===== config.mk =====
export PLATFORM = sky130hd
export DESIGN_NAME = two_sensor_axle_counter
export DESIGN_NICKNAME = d
export VERILOG_FILES = /design/src/rtl/tsac_pkg.sv /design/src/rtl/two_sensor_axle_counter.sv
export SDC_FILE = /design/constraint.sdc
export NUM_CORES = 1
export LEC_CHECK = 0
export BUFFER_PORTS_ARGS = -buffer_cell sky130_fd_sc_hd__buf_2
export CAP_MARGIN = 30
export CELL_PAD_IN_SITES_DETAIL_PLACEMENT = 0
export CELL_PAD_IN_SITES_GLOBAL_PLACEMENT = 1
export CORE_UTILIZATION = 51
export CTS_CLUSTER_DIAMETER = 60
export DETAILED_ROUTE_END_ITERATION = 8
export HOLD_SLACK_MARGIN = 0.15
export PLACE_DENSITY = 0.84
export SETUP_SLACK_MARGIN = 0.3
export SKIP_LAST_GASP = 1
export SLEW_MARGIN = 40
export SYNTH_ARGS = -nofsm -noshare
export SYNTH_HDL_FRONTEND = slang
export SYNTH_SLANG_ARGS = --single-unit

===== constraint.sdc =====
create_clock -name clk_i -period 8.7 [get_ports clk_i]
set_input_delay 1.74 -clock clk_i [delete_from_list [all_inputs] [get_ports clk_i]]
set_output_delay 1.74 -clock clk_i [all_outputs]
set_load 0.01 [all_outputs]

===== src/rtl/tsac_pkg.sv =====
// ----------------------------------------------------------------------------
// tsac_pkg
// Shared types and constants for the two-sensor axle counter.
// ----------------------------------------------------------------------------
package tsac_pkg;

  // Number of tracks held in the state memory
  localparam int TRACKS = 2;
  localparam int TRK_AW = (TRACKS > 1) ? $clog2(TRACKS) : 1;

  // Stream widths (fields packed from bit 0, tdata padded to whole bytes)
  localparam int IN_DATA_W  = 40;  // sensor(1) stamp(32) pad(7)
  localparam int IN_USER_W  = 2;   // op(1) track(1)
  localparam int OUT_DATA_W = 120; // axle(16) entr(32) exit(32) latest(32) phase(3) pad(5)

  localparam logic [15:0] AXLE_MAX = 16'hFFFF;

  // Item kinds carried in tuser
  localparam logic OP_HIT   = 1'b0;
  localparam logic OP_CLEAR = 1'b1;

  // Track phase codes
  typedef enum logic [2:0] {
    PH_IDLE    = 3'd0,
    PH_TIME_A  = 3'd1,
    PH_COUNT_A = 3'd2,
    PH_TIME_B  = 3'd3,
    PH_COUNT_B = 3'd4
  } phase_e;

  // One track's state, one memory word
  typedef struct packed {
    phase_e      phase;
    logic [15:0] axles;
    logic [31:0] first_stamp;
    logic [31:0] last_stamp;
    logic [31:0] entry_gap;
    logic [31:0] exit_gap;
  } entry_t;

endpackage


===== src/rtl/two_sensor_axle_counter.sv =====
// ----------------------------------------------------------------------------
// two_sensor_axle_counter
// Per-track axle counter: sensor hits and clears update one word of a
// track state memory and return the track's updated counters.
// ----------------------------------------------------------------------------
// An accepted item waits in stage 1; its result then goes to the output register.
// Throughput: one item per cycle while the result stream is not stalled; the
//   state memory is read on acceptance and written as the item leaves stage 1,
//   with a bypass register for back-to-back items on the same track.
// Reset: all tracks read as idle with zero counters (per-track valid bits);
//   no clearing pass, the block is ready straight after reset.
module two_sensor_axle_counter (
  input  logic                           clk_i,
  input  logic                           rst_ni,
  // Input stream
  input  logic                           s_axis_tvalid_i,
  output logic                           s_axis_tready_o,
  input  logic [tsac_pkg::IN_DATA_W-1:0] s_axis_tdata_i,  // sensor, stamp
  input  logic [tsac_pkg::IN_USER_W-1:0] s_axis_tuser_i,  // op, track
  // Result stream
  output logic                            m_axis_tvalid_o,
  input  logic                            m_axis_tready_i,
  output logic [tsac_pkg::OUT_DATA_W-1:0] m_axis_tdata_o  // axle_total,
                                          // entrance_delta, exit_delta,
                                          // latest_stamp, phase
);
  import tsac_pkg::*;

  // Input field split
  logic              in_op, in_track, in_sensor;
  logic [31:0]       in_stamp;
  logic              in_xfer;
  logic [TRK_AW-1:0] in_addr;

  assign in_op     = s_axis_tuser_i[0];
  assign in_track  = s_axis_tuser_i[1];
  assign in_sensor = s_axis_tdata_i[0];
  assign in_stamp  = s_axis_tdata_i[32:1];
  assign in_addr   = TRK_AW'(in_track);

  // Stage 1 (item waiting on its memory read) and output register
  logic              s1_vld_q;
  logic              s1_op_q, s1_sensor_q, s1_range_q;
  logic [TRK_AW-1:0] s1_addr_q;
  logic [31:0]       s1_stamp_q;
  logic              out_vld_q;
  logic [OUT_DATA_W-1:0] out_data_q, out_data_d;
  logic              advance;

  assign advance         = s1_vld_q && (!out_vld_q || m_axis_tready_i);
  assign s_axis_tready_o = !s1_vld_q || advance;
  assign in_xfer         = s_axis_tvalid_i && s_axis_tready_o;

  // Track state memory with a registered read
  entry_t mem_q [TRACKS];
  entry_t rd_q;
  entry_t byp_q;
  logic [TRK_AW-1:0] byp_addr_q;
  logic              byp_vld_q;
  logic [TRACKS-1:0] wr_vld_q;
  entry_t cur, nxt;
  logic   wr_en;

  always_ff @(posedge clk_i) begin
    if (in_xfer) begin
      rd_q <= mem_q[in_addr];
    end
    if (wr_en) begin
      mem_q[s1_addr_q] <= nxt;
    end
  end

  // Current word: latest write wins, unwritten entries read as reset state
  always_comb begin
    if (byp_vld_q && (byp_addr_q == s1_addr_q)) begin
      cur = byp_q;
    end else if (wr_vld_q[s1_addr_q]) begin
      cur = rd_q;
    end else begin
      cur = '0;
    end
  end

  // Update of one track
  always_comb begin
    phase_e lead_time, lead_count, trail_time, trail_count;
    lead_time   = s1_sensor_q ? PH_TIME_B  : PH_TIME_A;
    lead_count  = s1_sensor_q ? PH_COUNT_B : PH_COUNT_A;
    trail_time  = s1_sensor_q ? PH_TIME_A  : PH_TIME_B;
    trail_count = s1_sensor_q ? PH_COUNT_A : PH_COUNT_B;
    nxt = cur;
    if (s1_op_q == OP_CLEAR) begin
      nxt = '0;
    end else if ((cur.phase == lead_time) || (cur.phase == lead_count)) begin
      if (cur.axles != AXLE_MAX) nxt.axles = cur.axles + 16'd1;
      nxt.last_stamp = s1_stamp_q;
    end else if (cur.phase == trail_time) begin
      nxt.entry_gap = s1_stamp_q - cur.first_stamp;
      nxt.phase     = trail_count;
    end else if (cur.phase == trail_count) begin
      nxt.exit_gap = s1_stamp_q - cur.last_stamp;
    end else begin
      // idle track: this sensor leads
      if (cur.axles != AXLE_MAX) nxt.axles = cur.axles + 16'd1;
      nxt.last_stamp  = s1_stamp_q;
      nxt.first_stamp = s1_stamp_q;
      nxt.phase       = lead_time;
    end
  end

  assign wr_en = advance && s1_range_q;

  // Result word; out-of-range tracks report all zero
  always_comb begin
    out_data_d = '0;
    if (s1_range_q) begin
      out_data_d[15:0]    = nxt.axles;
      out_data_d[47:16]   = nxt.entry_gap;
      out_data_d[79:48]   = nxt.exit_gap;
      out_data_d[111:80]  = nxt.last_stamp;
      out_data_d[114:112] = nxt.phase;
    end
  end

  // Control registers
  always_ff @(posedge clk_i or negedge rst_ni) begin
    if (!rst_ni) begin
      s1_vld_q  <= 1'b0;
      out_vld_q <= 1'b0;
      byp_vld_q <= 1'b0;
      wr_vld_q  <= '0;
    end else begin
      if (in_xfer) begin
        s1_vld_q <= 1'b1;
      end else if (advance) begin
        s1_vld_q <= 1'b0;
      end
      if (advance) begin
        out_vld_q <= 1'b1;
      end else if (m_axis_tready_i) begin
        out_vld_q <= 1'b0;
      end
      if (wr_en) begin
        byp_vld_q           <= 1'b1;
        wr_vld_q[s1_addr_q] <= 1'b1;
      end
    end
  end

  // Payload registers
  always_ff @(posedge clk_i) begin
    if (in_xfer) begin
      s1_op_q     <= in_op;
      s1_sensor_q <= in_sensor;
      s1_stamp_q  <= in_stamp;
      s1_addr_q   <= in_addr;
      s1_range_q  <= (32'(in_track) < TRACKS);
    end
    if (wr_en) begin
      byp_q      <= nxt;
      byp_addr_q <= s1_addr_q;
    end
    if (advance) begin
      out_data_q <= out_data_d;
    end
  end

  assign m_axis_tvalid_o = out_vld_q;
  assign m_axis_tdata_o  = out_data_q;

endmodule


== After elaboration in Yosys (flattened, before gate mapping) ==
Memory sizes are Yosys's and may differ from the RTL's. A register that Yosys moved wholly into a read port is not among the register bits.
Index checks and enable logic that the tools add are counted.

* Memory bits (writable): 294
* Logic and storage cells: 69
* Register bits: 303
* Memory bits (read-only): 0
* Memories: 1
* Output and inout bits: 122
* Bits in latches: 0
* Input port bits: 46

{| class="wikitable"
|+ Memories
! name !! depth !! width !! read ports !! clocked after memory_dff !! wr ports !! line !! source
|-
| mem_q || 2 || 147 || 1 || 1 || 1 || two_sensor_axle_counter.sv:55 || <nowiki>entry_t mem_q [TRACKS];</nowiki>
|}

* Bitwise gates (word level): 1
* Multiplexer cells: 29
* Shifts and indexed selects: 0
* Add/subtract/negate cells: 3
* Reductions and logical operators: 11
* Order comparisons: 2
* Eq/ne operators: 6
* Divide/modulo/power cells: 0
* Multipliers: 0

{| class="wikitable"
|+ Operator list
! kind !! count
|-
| two-way mux 147 bit || 3
|-
| two-way mux 32 bit || 5
|-
| two-way mux 83 bit || 1
|-
| two-way mux 80 bit || 1
|-
| two-way mux 64 bit || 1
|-
| subtractor 32 bit || 2
|-
| two-way mux 16 bit || 2
|-
| adder 16 x 1 -> 16 bit, second input constant || 1
|-
| != test 16 bit, second input constant || 1
|-
| two-way mux 3 bit || 4
|-
| two-way mux 1 bit || 9
|-
| == test 3 x 2 -> 1 bit || 2
|-
| == test 3 bit || 2
|-
| logical AND 1 bit || 4
|-
| two-way mux 2 bit || 2
|-
| nonzero test 2 bit || 2
|-
| logical OR 1 bit || 3
|-
| zero test 1 bit || 2
|-
| < comparator 1 x 2 -> 1 bit, second input constant || 1
|-
| OR 2 bit || 1
|-
| demux 1 bit (select 1 bit) || 1
|-
| == test 1 bit || 1
|-
| >= comparator 1 bit, second input constant || 1
|}

== Logic depth before layout (Yosys ltp) ==
* Depth after elaboration: 10
* Gate-level depth with buffers: 19
* Depth with buffers taken out: 15

== Worst setup path before layout ==
Ideal clock, no wire load.

* Path type: input to register
* From: input port m_axis_tready_i
* To: register wr_vld_q[0]
* Required time: 8.596 ns
* Path slack: -0.116 ns
* Path buffers: 0
* Arrival time: 8.712 ns
* Setup time: 0.104 ns
* Cell stages on the path: 4
* Cells stage by stage: nand2b_1 nand2_1 nor2_1 or2_2

* Cells in the longest elaborated chain, start to end: 2

{| class="wikitable"
|+ Ends and longest elaborated chain
! what !! line !! source
|-
| from (decl) || two_sensor_axle_counter.sv:22 || <nowiki>input logic m_axis_tready_i,</nowiki>
|-
| logical OR 1 bit || two_sensor_axle_counter.sv:50 || <nowiki>assign advance = s1_vld_q && (!out_vld_q || m_axis_tready_i);</nowiki>
|-
| logical AND 1 bit || two_sensor_axle_counter.sv:50 ||
|-
| to (signal assigned) || two_sensor_axle_counter.sv:131 || <nowiki>wr_vld_q <= '0;</nowiki>
|-
| to (signal, indexed assignment) || two_sensor_axle_counter.sv:145 || <nowiki>wr_vld_q[s1_addr_q] <= 1'b1;</nowiki>
|-
| to (decl) || two_sensor_axle_counter.sv:60 || <nowiki>logic [TRACKS-1:0] wr_vld_q;</nowiki>
|}

No other way between the ends.
A chain may end at the register's enable or synchronous reset.

==> results.cfg <==
[yosys]
synth.area.top_cells = edfxtp_1, mux2_2, a211oi_1
synth.distinct_cells = 77
syn_inst = 2159
synthTopCellsByCount = edfxtp_1, a21oi_1, nor2_1
synth_most_common_cell = edfxtp_1
ys_ff_latch = 629
avgSynthCellArea_sq_um = 13.5
synth_edf_count = 624
synth_top_area_share_pct = 64.2
yosysTopAreaCell = edfxtp_1
netlist_area_sq_um = 29200
ys_seq_area_share_pct = 64.7
synth_ff_type = edfxtp_1
ys_warn_count = 0
async_flop_share_pct = 0.795

[floorplan]
ios = 168
die_height_um = 241
core_region_area_sq_um = 56500
die-area_sq_um = 58200
fp-row-count = 87
initial_utilization_pct = 51.6
die_w_um = 241

[clock_tree]
clk_latency_ps = 600
cts_setup_buffers = 0
cts_buffers = 69
clk_pin_slew_worst_paths_ps = 60
post_cts_resized = 0
cts_buffer_depth = 3
cts_tree = done
clockRootBuffer = clkbuf_16
htreeDepth = 3
ctsHoldBuffers = 0
cts.sinks = 629

[critical_path]
crit_family = simple AND/OR/NAND/NOR gates
crit_buf_inv = 2
end_kind = flip-flop
required_ps = 9080
max_stage_delay_ps = 550
start_kind = flip-flop
cp_max_fo = 51
cp_slowest_cell = edfxtp_1
arrival_ps = 5930
crit_type = flip-flop to flip-flop
path_cells = xnor2_1 -> nand2_4 -> buf_4 -> nand3_1 -> nand2_1 -> ha_1 -> inv_1 -> fa_1 -> a21o_1 -> a31oi_1 -> nor3_1 -> nor3_1 -> a2111oi_0 -> or3_1 -> xnor2_1 -> a211oi_1

[finish]
nets = 2287
nFillCells = 4454
syn_to_final_growth_pct = 9.99
final_layout_size_suffix_gt1_share_pct = 20.5

[sta]
slew_headroom_pct = 44.3
setup_slack_ps = 3140
setup_viol = 0
timing.fmax_mhz = 180
finalHoldViolCount = 0
finalSetupTns_ps = 0
fin_hold_ws_ps = 516
timing.final.crit_share_pct = 63.9
worst_pin_slew_ps = 815
fin_worst_skew_ps = 27.8
min_period_ps = 5560
rsz0062_at_grt = false
maxSlewViolCount = 0

[global_routing]
antenna_found_initial = 1
grt_pass1_vias = 17900
grt_usage_pct = 24.2
grt_pass1_wl_um = 106000
grt_max_degree = 140
globalRouteOverflowTotal = 0

[placed_design]
io_buffer_count = 155
dp_hpwl_um = 42500
gp_congestion = 0.885
dpl_worst_slack_ps = 3200

[routing]
wl_per_cell_um = 23.6
final_antenna_net_count = 0
viasPerCell = 6.07
drc = 0
firstDrtPassIters = 7
finalWirelength_um = 70500
drt-initial-drc-count = 1563
num_vias = 18100

[job]
maxCapViolCount = 0

[power]
ir_drop_v = 0.000145
leakage_uw = 0.0117
fin_total_pwr_uw = 8360
p_per_area_nw_per_um2 = 260

[run_status]
status = finished, final reports clean

[min_path]
min_path_type = flip-flop to flip-flop
[logic make-up (layout without fill, tap and decap cells)]
logic type      Yosys count  in the layout  synth area share [%]
xor+xnor                 63             63                  1.94
other cells               1              6                0.0129
compound gates          464            464                  10.7
fa+ha+maj                66             66                  2.88
mux                     150            150                  5.80
flops                   629            629                  64.7
buf+inv                 261            322                  5.07
simple gates            525            525                  8.88
[placed cells by master, fill, tap and decap left out, types with 6 or more instances in the layout]
cell type	instances
edfxtp_1	624
buf_2	154
a21oi_1	153
nor2_1	151
mux2_2	148
a211oi_1	126
and3_1	109
nand2_1	100
clkbuf_16	71
nand3_1	68
ha_1	64
a21o_1	37
o21ai_0	34
xor2_1	32
xnor2_1	29
buf_4	21
a311oi_1	19
nor3_1	19
inv_1	18
o21a_1	18
nand4_1	14
clkinv_1	13
clkinv_2	11
o211ai_1	9
a31oi_1	9
clkbuf_1	9
and2_1	8
o21bai_1	8
or3_1	8
nand2b_1	8
bufinv_16	8
nor2b_1	6
[final timing paths]
kind / start / end / slack [ps] / cells after the start
min in group asynchronous: rst_ni / wr_vld_q[0]$_DFFE_PN0P_ / 950 / 1
setup / recovery: s1_addr_q$_DFFE_PP_ / m_axis_tdata_o[74]$_DFFE_PP_ / 3140 / 16
hold / removal: wr_vld_q[1]$_DFFE_PN0P_ / wr_vld_q[1]$_DFFE_PN0P_ / 520 / 1
hold reg to reg: wr_vld_q[1]$_DFFE_PN0P_ / wr_vld_q[1]$_DFFE_PN0P_ / 520 / 1
max in group asynchronous: rst_ni / s1_vld_q$_DFFE_PN0P_ / 7620 / 1
setup reg to reg: s1_addr_q$_DFFE_PP_ / m_axis_tdata_o[74]$_DFFE_PP_ / 3140 / 16
[metrics by stage]
stage	std cells	util [%]	area [sq um]
after detailed placement	2858	52.7	29800
after CTS	2978	56.7	32000
after global placement	2858	52.7	29800
after global routing	2980	56.8	32100
final	2981	56.8	32100
after floorplan	2163	-	29200
[registers in the layout, summed over array words and instances, names as in the netlist]
name             count
s1_op_q              1
byp_addr_q           1
s1_stamp_q          32
s1_addr_q            1
rd_q               147
byp_q               32
s1_vld_q             1
mem_q              294
m_axis_tdata_o     115
byp_vld_q            1
m_axis_tvalid_o      1
wr_vld_q             2
s1_sensor_q          1
[final cells by class]
type | instances | area (sq um) | area share, %
Clock inverter | 40 | 417 | 1.30
Multi-Input combinational cell | 1273 | 8900 | 27.7
Tap cell | 756 | 946 | 2.95
Timing Repair Buffer | 183 | 1060 | 3.31
Antenna cell | 1 | 2.50 | 0.00780
Inverter | 19 | 78.8 | 0.246
Clock buffer | 80 | 1810 | 5.64
Sequential cell | 629 | 18900 | 58.8
[metal layers]
metal	GRT usage, %	share of wire [%]	up-vias
li1	-	-	8198
met4	8.42	2.8	2
met3	5.07	7.7	120
met5	0	0.018	-
met1	33.0	42	9087
met2	38.7	47	683
[power breakdown]
part           total, uW  internal [uW]  switching (uW)
clock               2890           1730            1160
combinational       1590            550            1040
sequential          3870           3750             125
total               8360           6030            2330
(Power assumes the default switching activity.)
